File: config.mk
export PLATFORM = sky130hd
export DESIGN_NAME = keyed_message_queue
export DESIGN_NICKNAME = d
export VERILOG_FILES = /design/src/rtl/core/kmq_pkg.sv /design/src/rtl/core/kmq_ram.sv /design/src/rtl/core/keyed_message_queue.sv
export SDC_FILE = /design/constraint.sdc
export NUM_CORES = 2
export LEC_CHECK = 0
export ABC_AREA = 1
export BUFFER_PORTS_ARGS = -buffer_cell sky130_fd_sc_hd__buf_2
export CAP_MARGIN = 10
export CORE_ASPECT_RATIO = 2
export CORE_MARGIN = 3
export CORE_UTILIZATION = 56
export CTS_CLUSTER_DIAMETER = 40
export DETAILED_ROUTE_END_ITERATION = 10
export PLACE_DENSITY = 0.86
export SLEW_MARGIN = 40
export SYNTH_ARGS = -nofsm -noshare
export SYNTH_HDL_FRONTEND = slang
export SYNTH_SLANG_ARGS = --single-unit
File: constraint.sdc
create_clock -name clock -period 7.7 [get_ports clock]
set_input_delay 1.54 -clock clock [delete_from_list [all_inputs] [get_ports clock]]
set_output_delay 1.54 -clock clock [all_outputs]
set_load 0.05 [all_outputs]
File: src/rtl/core/kmq_pkg.sv
// kmq_pkg: shared constants for the keyed message queue.
// Field widths, default parameter values and opcode codes.
// No dependencies.
`default_nettype none

package kmq_pkg;

   // fixed field widths of the request and response channels
   localparam int KMQ_OPCODE_W = 1;
   localparam int KMQ_KEY_W    = 64;
   localparam int KMQ_PAY_W    = 64;
   localparam int KMQ_HELD_W   = 5;

   // default values of the top-level parameters
   localparam int KMQ_DEPTH_DEF        = 16;
   localparam int KMQ_KEY_BITS_DEF     = 64;
   localparam int KMQ_PAYLOAD_BITS_DEF = 64;

   // request opcodes
   localparam logic [KMQ_OPCODE_W-1:0] KMQ_OP_POST  = 1'b0;
   localparam logic [KMQ_OPCODE_W-1:0] KMQ_OP_CHECK = 1'b1;

endpackage

`default_nettype wire

File: src/rtl/core/kmq_ram.sv
// kmq_ram: generic single-write, single-read RAM with registered read data.
// Standalone; no package dependency.
`default_nettype none

module kmq_ram #(
   parameter int WIDTH  = 8,
   parameter int DEPTH  = 16,
   parameter int ADDR_W = $clog2(DEPTH)
) (
   input  wire logic              clock,
   input  wire logic              wr_en,
   input  wire logic [ADDR_W-1:0] wr_addr,
   input  wire logic [WIDTH-1:0]  wr_data,
   input  wire logic [ADDR_W-1:0] rd_addr,
   output logic      [WIDTH-1:0]  rd_data
);

   logic [WIDTH-1:0] mem_ff [DEPTH];

   always_ff @(posedge clock) begin
      if (wr_en) begin
         mem_ff[wr_addr] <= wr_data;
      end
      rd_data <= mem_ff[rd_addr];
   end

endmodule

`default_nettype wire

File: src/rtl/core/keyed_message_queue.sv
// A post into a non-full queue goes from idle through the append and done states.
// A post into a full queue first moves entries 1.. down one place, and a check
// scans entries from the oldest and closes the gap behind a hit; both read the
// entries one by one through the single RAM read port.
// Throughput: one request at a time; busy stays high until the response strobe.
// Responses last one cycle and cannot be stalled. Synchronous reset empties the
// queue (fill count to zero) and returns to idle; RAM contents are not cleared.
`default_nettype none

module keyed_message_queue #(
   parameter int QUEUE_DEPTH  = kmq_pkg::KMQ_DEPTH_DEF,
   parameter int KEY_BITS     = kmq_pkg::KMQ_KEY_BITS_DEF,
   parameter int PAYLOAD_BITS = kmq_pkg::KMQ_PAYLOAD_BITS_DEF
) (
   input  wire logic                            clock,
   input  wire logic                            reset,
   input  wire logic                            start,
   output logic                                 busy,
   input  wire logic [kmq_pkg::KMQ_OPCODE_W-1:0] req_opcode,
   input  wire logic [kmq_pkg::KMQ_KEY_W-1:0]    req_event_key,
   input  wire logic [kmq_pkg::KMQ_PAY_W-1:0]    req_payload_in,
   output logic                                 rsp_strobe,
   output logic                                 rsp_found,
   output logic      [kmq_pkg::KMQ_PAY_W-1:0]    rsp_payload_out,
   output logic                                 rsp_dropped_oldest,
   output logic      [kmq_pkg::KMQ_HELD_W-1:0]   rsp_entries_held
);

   import kmq_pkg::*;

   localparam int IDX_W   = $clog2(QUEUE_DEPTH);
   localparam int CNT_W   = $clog2(QUEUE_DEPTH + 1);
   localparam int ENTRY_W = KEY_BITS + PAYLOAD_BITS;

   // sequencer states
   localparam logic [2:0] ST_IDLE   = 3'd0;
   localparam logic [2:0] ST_SCAN   = 3'd1;
   localparam logic [2:0] ST_SHIFT  = 3'd2;
   localparam logic [2:0] ST_APPEND = 3'd3;
   localparam logic [2:0] ST_DONE   = 3'd4;

   logic [2:0]              state_ff, state_in;
   logic [CNT_W-1:0]        count_ff, count_in;   // entries held, oldest at address 0
   logic [CNT_W-1:0]        ptr_ff, ptr_in;       // next address to read
   logic                    pend_ff, pend_in;     // a read was issued last cycle
   logic [CNT_W-1:0]        addr_ff, addr_in;     // address of that read
   logic [KMQ_OPCODE_W-1:0] op_ff, op_in;
   logic [KEY_BITS-1:0]     key_ff, key_in;
   logic [PAYLOAD_BITS-1:0] pay_ff, pay_in;
   logic                    found_ff, found_in;
   logic [PAYLOAD_BITS-1:0] pay_out_ff, pay_out_in;
   logic                    drop_ff, drop_in;

   logic                    ram_we;
   logic [IDX_W-1:0]        ram_waddr;
   logic [ENTRY_W-1:0]      ram_wdata;
   logic [ENTRY_W-1:0]      ram_rdata;
   logic [CNT_W-1:0]        dest_addr;
   logic                    more;
   logic                    rd_hit;

   // one RAM holds {key, payload} per entry
   kmq_ram #(
      .WIDTH (ENTRY_W),
      .DEPTH (QUEUE_DEPTH),
      .ADDR_W(IDX_W)
   ) u_store (
      .clock  (clock),
      .wr_en  (ram_we),
      .wr_addr(ram_waddr),
      .wr_data(ram_wdata),
      .rd_addr(ptr_ff[IDX_W-1:0]),
      .rd_data(ram_rdata)
   );

   // entries left to read, and compare of the entry read last cycle
   assign more      = (ptr_ff < count_ff);
   assign rd_hit    = pend_ff && (ram_rdata[ENTRY_W-1:PAYLOAD_BITS] == key_ff);
   // during compaction the entry read from address a moves to a-1
   assign dest_addr = addr_ff - CNT_W'(1);

   always_comb begin
      state_in   = state_ff;
      count_in   = count_ff;
      ptr_in     = ptr_ff;
      pend_in    = 1'b0;
      addr_in    = addr_ff;
      op_in      = op_ff;
      key_in     = key_ff;
      pay_in     = pay_ff;
      found_in   = found_ff;
      pay_out_in = pay_out_ff;
      drop_in    = drop_ff;
      ram_we     = 1'b0;
      ram_waddr  = '0;
      ram_wdata  = '0;

      case (state_ff)
         ST_IDLE: begin
            if (start) begin
               // capture the request and clear the response fields
               op_in      = req_opcode;
               key_in     = req_event_key[KEY_BITS-1:0];
               pay_in     = req_payload_in[PAYLOAD_BITS-1:0];
               found_in   = 1'b0;
               pay_out_in = '0;
               drop_in    = 1'b0;
               if (req_opcode == KMQ_OP_CHECK) begin
                  ptr_in   = '0;
                  state_in = ST_SCAN;
               end else if (count_ff == CNT_W'(QUEUE_DEPTH)) begin
                  // full: drop the oldest by moving entries 1.. down one place
                  ptr_in   = CNT_W'(1);
                  drop_in  = 1'b1;
                  state_in = ST_SHIFT;
               end else begin
                  state_in = ST_APPEND;
               end
            end
         end

         ST_SCAN: begin
            if (rd_hit) begin
               // take the oldest match, then close the gap behind it
               found_in   = 1'b1;
               pay_out_in = ram_rdata[PAYLOAD_BITS-1:0];
               ptr_in     = addr_ff + CNT_W'(1);
               state_in   = ST_SHIFT;
            end else if (more) begin
               pend_in = 1'b1;
               addr_in = ptr_ff;
               ptr_in  = ptr_ff + CNT_W'(1);
            end else if (!pend_ff) begin
               state_in = ST_DONE;
            end
         end

         ST_SHIFT: begin
            if (pend_ff) begin
               ram_we    = 1'b1;
               ram_waddr = dest_addr[IDX_W-1:0];
               ram_wdata = ram_rdata;
            end
            if (more) begin
               pend_in = 1'b1;
               addr_in = ptr_ff;
               ptr_in  = ptr_ff + CNT_W'(1);
            end else if (!pend_ff) begin
               count_in = count_ff - CNT_W'(1);
               state_in = (op_ff == KMQ_OP_POST) ? ST_APPEND : ST_DONE;
            end
         end

         ST_APPEND: begin
            ram_we    = 1'b1;
            ram_waddr = count_ff[IDX_W-1:0];
            ram_wdata = {key_ff, pay_ff};
            count_in  = count_ff + CNT_W'(1);
            state_in  = ST_DONE;
         end

         ST_DONE: begin
            state_in = ST_IDLE;
         end

         default: begin
            state_in = ST_IDLE;
         end
      endcase
   end

   // control state
   always_ff @(posedge clock) begin
      if (reset) begin
         state_ff <= ST_IDLE;
         count_ff <= '0;
         pend_ff  <= 1'b0;
      end else begin
         state_ff <= state_in;
         count_ff <= count_in;
         pend_ff  <= pend_in;
      end
   end

   // datapath registers
   always_ff @(posedge clock) begin
      ptr_ff     <= ptr_in;
      addr_ff    <= addr_in;
      op_ff      <= op_in;
      key_ff     <= key_in;
      pay_ff     <= pay_in;
      found_ff   <= found_in;
      pay_out_ff <= pay_out_in;
      drop_ff    <= drop_in;
   end

   // hold the response on the ports during the single done cycle
   assign busy               = (state_ff != ST_IDLE);
   assign rsp_strobe         = (state_ff == ST_DONE);
   assign rsp_found          = found_ff;
   assign rsp_payload_out    = KMQ_PAY_W'(pay_out_ff);
   assign rsp_dropped_oldest = drop_ff;
   assign rsp_entries_held   = KMQ_HELD_W'(count_ff);

endmodule

`default_nettype wire

Word level (Yosys, flattened, before mapping)
Memory sizes are Yosys's and may differ from the RTL's. A register that Yosys moved wholly into a read port is not among the register bits.
Cells that the tools add are included.
{"block": "op_classes", "add_sub_neg": 5, "n_lt_le_gt_ge": 1, "n_eq_ne": 14, "mux": 40, "reduce_logical": 13}
{"op": "128-bit case mux with 2 select lines", "count": 1}
{"op": "128-bit 2-to-1 mux", "count": 1}
{"op": "64-bit 2-to-1 mux", "count": 2}
{"op": "64-bit case mux with 2 select lines", "count": 1}
{"op": "64-bit equality test", "count": 1}
{"op": "5-bit 2-to-1 mux", "count": 9}
{"op": "3-bit 2-to-1 mux", "count": 7}
{"op": "5-bit case mux with 2 select lines", "count": 2}
{"op": "5-bit by 1-bit adder with 5-bit output, second input constant", "count": 3}
{"op": "5-bit case mux with 3 select lines", "count": 1}
{"op": "3-bit case mux with 4 select lines", "count": 1}
{"op": "2-bit != test, second input constant", "count": 5}
{"op": "1-bit 2-to-1 mux", "count": 9}
{"op": "3-bit != test, second input constant", "count": 3}
{"op": "3-bit AND reduction", "count": 3}
{"op": "4-bit case mux with 2 select lines", "count": 1}
{"op": "3-bit by 2-bit equality test with 1-bit output, second input constant", "count": 2}
{"op": "1-bit case mux with 2 select lines", "count": 3}
{"op": "2-bit nonzero test", "count": 3}
{"op": "3-bit nonzero test", "count": 2}
{"op": "5-bit equality test, second input constant", "count": 1}
{"op": "5-bit less-than comparator", "count": 1}
{"op": "5-bit AND reduction", "count": 1}
{"op": "5-bit by 1-bit subtractor with 5-bit output, second input constant", "count": 1}
{"op": "8 further kinds", "count": 9}
{"block": "totals", "regBits": 214, "ramBits": 2048, "input_bits": 132, "out_inout_bits": 73, "elab_cells": 85, "mem_count": 1}
{"memory": "u_store.mem_ff", "depth": 16, "width": 128, "rd": 1, "rd_ports_with_merged_regs": 1, "wr": 1, "line_no": "kmq_ram.sv:18", "text": "logic [WIDTH-1:0] mem_ff [DEPTH];"}

Logic depth before layout (Yosys ltp)
{"block": "depth", "ltp_word": 5, "ltp_mapped": 16, "depth_no_buf": 16}

Hierarchy
Synthesis repeated with hierarchy kept, for this count alone.
{"block": "unflattened", "cells_unflattened": 8830, "area_unflattened_um2": 97776.3}
{"mod": "kmq_ram", "instances": 1, "cells_per_inst": 7786, "area_each_um2": 87617.8, "seq_area_each_um2": 64061.4}
{"mod": "keyed_message_queue", "instances": 1, "cells_per_inst": 1044, "area_each_um2": 10158.5, "seq_area_each_um2": 6336.1}

Least setup slack after synthesis
Ideal clock, no wire load.
{"block": "synth_timing", "path_type": "reg2reg", "from": "register state_ff[1]", "to": "memory u_store.mem_ff[10][0] (netlist bit), enable pin", "setup_time_ns": 0.617, "arrival_ns": 6.968, "t_required_ns": 7.083, "path_slack_ns": 0.114, "stages_incl_launch_ff": 11, "n_path_buf": 1, "period_less_slack_ns": 7.586, "path_cell_list": "dfxtp_1 inv_2 nor2_4 inv_4 nor2_4 clkbuf_1 ha_1 a21oi_1 nor2_1 nand2_1 nor2_1"}
{"block": "synth_between", "elab_chain_len": 4, "word_cells_on_any_way": 6, "cone_classes": "eq/ne: 2; mux: 4"}
{"element": "start: declaration", "line_no": "keyed_message_queue.sv:42", "text": "logic [2:0] state_ff, state_in;"}
{"element": "start signal: assignment", "line_no": "keyed_message_queue.sv:179", "text": "state_ff <= state_in;"}
{"element": "3-bit by 2-bit equality test with 1-bit output", "line_no": "keyed_message_queue.sv:98", "text": "case (state_ff)"}
{"element": "1-bit case mux with 2 select lines", "line_no": "keyed_message_queue.sv:98"}
{"element": "1-bit 2-to-1 mux", "line_no": "kmq_ram.sv:21", "text": "if (wr_en) begin"}
{"element": "1-bit 2-to-1 mux (implied by the code)", "line_no": "kmq_ram.sv:22", "text": "mem_ff[wr_addr] <= wr_data;"}
{"element": "end: declaration", "line_no": "kmq_ram.sv:18"}
Several ways; a longest one is shown, not always the timed one.

Worst setup path after layout
{"block": "layout_timing", "from": "register state_ff[1]", "to": "memory u_store.mem_ff[10][57] (netlist bit), enable pin"}
Same word-level chain as after synthesis.

==> results.md <==
STA:
- The total negative setup slack is 0 ns.
- The total count of max-transition violations in the final report came to 0.
- On the final layout, the worst clock skew is 0.0664 ns.
- The maximum achievable frequency is 203 MHz.
- The final-report hold violation count is 0.
- The final number of setup-violating endpoints is 0.
- The worst relative slew slack is 39.3%.
- Setup repair after global routing left no endpoint under its margin.
- The ratio of final minimum period to clock period is 64.0%.
- The transition at the pin with the smallest max-transition slack is 0.911 ns.
- The post-layout minimum cycle time is 4.93 ns.

Global route:
- The layer carrying the most global-route usage is met2.
- The met3 usage in global routing is 4.75%.
- The first-pass GRT wire length is 352000 um.
- The via count of the first global-routing pass was 60000.
- The met2 track demand over resource in global routing is 45.7%.
- The final global-route overflow total is 0.
- The fraction of met1 tracks used by global routing is 33.1%.
- Global routing used 27.3% of the available tracks across all layers.
- The number of antenna violations at the first check in global routing came to 12.
- The pin count of the biggest net entering global routing is 214.

Yosys:
- The Yosys step of the flow raised 0 warnings.
- The cell taking the most area after synthesis is sky130_fd_sc_hd__edfxtp_1.
- The fraction of synthesized cell area in xor and xnor cells is 0.240%.
- The portion of netlist area occupied by mux cells is 0%.
- The synthesized netlist devotes 11.2% of its cell area to compound gates.
- Counting every net in the synthesized netlist gives 6881.
- After synthesis, the mean cell area works out to 13.5 um2.
- After synthesis, the share of flip-flops with an asynchronous set or reset is 0%.
- The commonest cells after synthesis are sky130_fd_sc_hd__edfxtp_1, sky130_fd_sc_hd__nor2_1, sky130_fd_sc_hd__o21ai_0.
- The count of cell types in the netlist is 37.
- The synthesized netlist devotes 8.22% of its cell area to simple gates.
- The count of flip-flops with a built-in enable after synthesis is 2253.
- The most common cell in the synthesized netlist is sky130_fd_sc_hd__edfxtp_1.
- In this run, synthesis produced a sequential element count of 2390.
- Sequential elements use 77.2% of the synthesized area.
- Summing the areas of all fa, ha and maj instances in the mapped netlist gives 0.200% of the synthesized area.
- In this run the cell area of the synthesized design comes to 91100 um2.
- The cell count after synthesis came out at 6735.
- The largest family of logic cells by synthesized area is compound AO/OA/AOI/OAI gates.
- The share of Yosys cell area claimed by the top area cell type is 74.2%.
- The most used flip-flop cell after synthesis is sky130_fd_sc_hd__edfxtp_1.
- By area the synthesized netlist is led by sky130_fd_sc_hd__edfxtp_1, sky130_fd_sc_hd__o21ai_0, sky130_fd_sc_hd__nor2_1, sky130_fd_sc_hd__dfxtp_1, sky130_fd_sc_hd__o22ai_1.

Clock tree:
- The root buffer cell chosen for the clock tree is sky130_fd_sc_hd__clkbuf_16.
- Clock-pin slew was measured on the worst setup and hold paths at 0.07 ns.
- At the later pin of the worst-skew pair, clock insertion delay measures 0.85 ns.
- The number of setup buffers added after CTS is 0.
- The CTS tree is done.
- After clock tree synthesis, the flow added hold-fix buffers numbering 0.
- The TritonCTS buffer count is 200.
- The H-tree depth is 4.
- The number of gates resized after CTS was 0.
- CTS saw 2390 sinks.
- The largest buffer count on any clock path is 4.

Worst setup path:
- The kind of launch point of the worst setup path is a flip-flop.
- The worst register-to-register path ends at u_store.mem_ff[10][57].
- The arrival time at the worst endpoint is 5.35 ns.
- The start-to-end type of the worst setup path is reg -> reg.
- STA puts the critical path data required time at 8.13 ns.
- The worst register-to-register path begins at state_ff[1].
- The setup slack on the worst flop-to-flop path is 2.77 ns.
- The worst-path maximum fanout is 60.
- The slowest stage of the critical path belongs to the cell sky130_fd_sc_hd__buf_4.
- The sort of element at the end of the critical path is a flip-flop.
- The signal on the critical path passes through inv_2, nor2_4, inv_4, nor2_4, inv_4, nor2_8, inv_4, buf_4, o22ai_1, a21oi_2, nand2_1, nor2_4, buf_12, buf_16.
- Tracing the worst setup path back leads to its startpoint at state_ff[1].
- The number of cells on the worst reg-to-reg path is 14.
- The endpoint of the most critical setup path is u_store.mem_ff[10][57].
- The peak per-stage delay on the critical path is 0.72 ns.

Detailed routing:
- The number of optimization iterations in the first detailed-route pass is 10.
- The count of vias placed by the detailed router is 59958.
- The count of nets left with antenna violations once routing finished came out at 0.
- The DRC marker count from the first detailed-route iteration is 9673.
- The per-cell routed wire length is 26.1 um.
- The total wire length is 238000 um.
- The post-route DRC violation count is 0.
- After detailed routing, the number of vias per cell comes to 6.58.

Die:
- The initial core utilization is 56.6%.
- The floorplan core area is 161000 um2.
- From bottom edge to top edge, the die measures 577 um.
- The die boundary width is 291 um.
- The top-level I/O count is 205.
- The area of the die is 168000 um2.
- The row count is 208.

Power:
- The switching share of power is 35.4%.
- Across the VDD grid, the largest voltage drop is 0.000326 V.
- In this run the power spent charging and discharging nets is 0.0133 W.
- The share of total power in sequential cells is 42.5%.
- The power per unit of standard cell area is 368 nW/um2.
- The internal power of the cells totals 0.0243 W.
- Per report_power, the combinational group accounts for 29.5% of the total.
- The analysis attributes to cell leakage a power of 34.0 nW.
- The part of the power in the clock network is 28.0%.

Outcome:
- The flow ran to the end, and the final reports show no timing, DRC or antenna violations.

Min path:
- The class of the most critical hold timing path is reg -> reg.

Placed design:
- Detailed placement finished with a half-perimeter wire length of 120000 um.
- The placer's final routability congestion estimate is 0.814.
- During placement, the flow inserted port buffers numbering 204.

Final layout:
- The share of the core filled with cells in the final layout is 63.3%.
- Of the cells placed in the final design, the portion with a size suffix greater than 1 is 10.7%.
- The net count of the finished layout is 6993.
- The area added between synthesis and finish is 11.9%.
- Fill cells in the final layout number 10270.

Flow run:
- The tool flagged a number of max-cap violations equal to 0.
[worst max-delay path: cells and delay by family, from the launching register on]
kind	cells	cell delay, ns
flops	1	0.34
simple gates	5	1.18
buf+inv	7	2.47
compound gates	2	0.38
[power by group through the flow]
stage | sequential, W | clock, W | combinational, W
4_1_cts | 0.0159 | 0.0105 | 0.0108
3_3_place_gp | 0.0162 | 0 | 0.00976
5_1_grt | 0.0160 | 0.0110 | 0.0119
2_1_floorplan | 0.0165 | 0 | 0.00688
3_5_place_dp | 0.0162 | 0 | 0.0105
6_report | 0.0160 | 0.0105 | 0.0111
[layout by cell type, fill, tap and decap left out, types with 23 or more instances in the layout]
cell type	n
sky130_fd_sc_hd__buf_6	27
sky130_fd_sc_hd__clkinv_2	29
sky130_fd_sc_hd__o22ai_1	322
sky130_fd_sc_hd__dfxtp_1	137
sky130_fd_sc_hd__o21ai_0	1086
sky130_fd_sc_hd__o22ai_2	45
sky130_fd_sc_hd__clkinv_1	23
sky130_fd_sc_hd__nand3_1	215
sky130_fd_sc_hd__buf_2	209
sky130_fd_sc_hd__clkbuf_1	32
sky130_fd_sc_hd__nor2_1	1150
sky130_fd_sc_hd__xor2_1	24
sky130_fd_sc_hd__bufinv_16	26
sky130_fd_sc_hd__nand2_1	512
sky130_fd_sc_hd__clkbuf_16	203
sky130_fd_sc_hd__o221ai_1	203
sky130_fd_sc_hd__o211ai_1	54
sky130_fd_sc_hd__inv_1	190
sky130_fd_sc_hd__edfxtp_1	2253
sky130_fd_sc_hd__buf_4	82
[final cells by class]
cell class                      count  area (um2)  share of cell area, %
Clock inverter                    113        1380                   1.35
Clock buffer                      248        5380                   5.28
Multi-Input combinational cell   3700       18600                   18.2
Sequential cell                  2390       70400                   69.0
Tap cell                         2100        2630                   2.58
Inverter                          201         795                  0.779
Antenna cell                        4        10.0                0.00982
Timing Repair Buffer              354        2810                   2.76
[sequential cells by signal, indices dropped and copies added (netlist names)]
signal / count
key_ff: 64
u_store.rd_data: 128
rsp_payload_out: 64
addr_ff: 5
rsp_entries_held: 5
u_store.mem_ff: 2048
rsp_dropped_oldest: 1
state_ff: 3
op_ff: 1
pay_ff: 64
rsp_found: 1
ptr_ff: 5
pend_ff: 1
[per-stage QoR]
step           area, um2  instances  total power (W)  worst slack, ns  hold WS, ns
2_1_floorplan      91100       6735           0.0234            0.114        0.476
3_3_place_gp       94200       8719           0.0260             3.15        0.458
3_5_place_dp       94900       8742           0.0267             2.97        0.470
4_1_cts           102000       9103           0.0372             2.88        0.500
5_1_grt           102000       9107           0.0389             2.69        0.531
6_report          102000       9110           0.0375             2.77        0.498
[cells by family (layout without fill, tap and decap cells)]
kind of cell / count (synthesis) / after routing
flops: 2390 / 2390
buf+inv: 645 / 916
other cells: 0 / 4
xor+xnor: 25 / 25
fa+ha+maj: 14 / 14
simple gates: 1907 / 1907
compound gates: 1754 / 1754
[routing by layer]
metal  up-vias  wire length, um
met5         -               70
met3      1118            27400
met1     28709            77900
met2      4976           118000
met4        12            14800
li1      25143                -
[how the worst min path moves through the flow]
stage                        startpoint                   to  depth (start not counted)
floorplan                     ptr_ff[4]           addr_ff[4]                          0
global placement    rsp_entries_held[0]  rsp_entries_held[0]                          1
detailed placement  rsp_entries_held[0]  rsp_entries_held[0]                          1
CTS                 rsp_entries_held[0]  rsp_entries_held[0]                          1
global route        rsp_entries_held[0]  rsp_entries_held[0]                          1
finish              rsp_entries_held[0]  rsp_entries_held[0]                          1
Note: power is estimated with default switching activity, not from simulation.
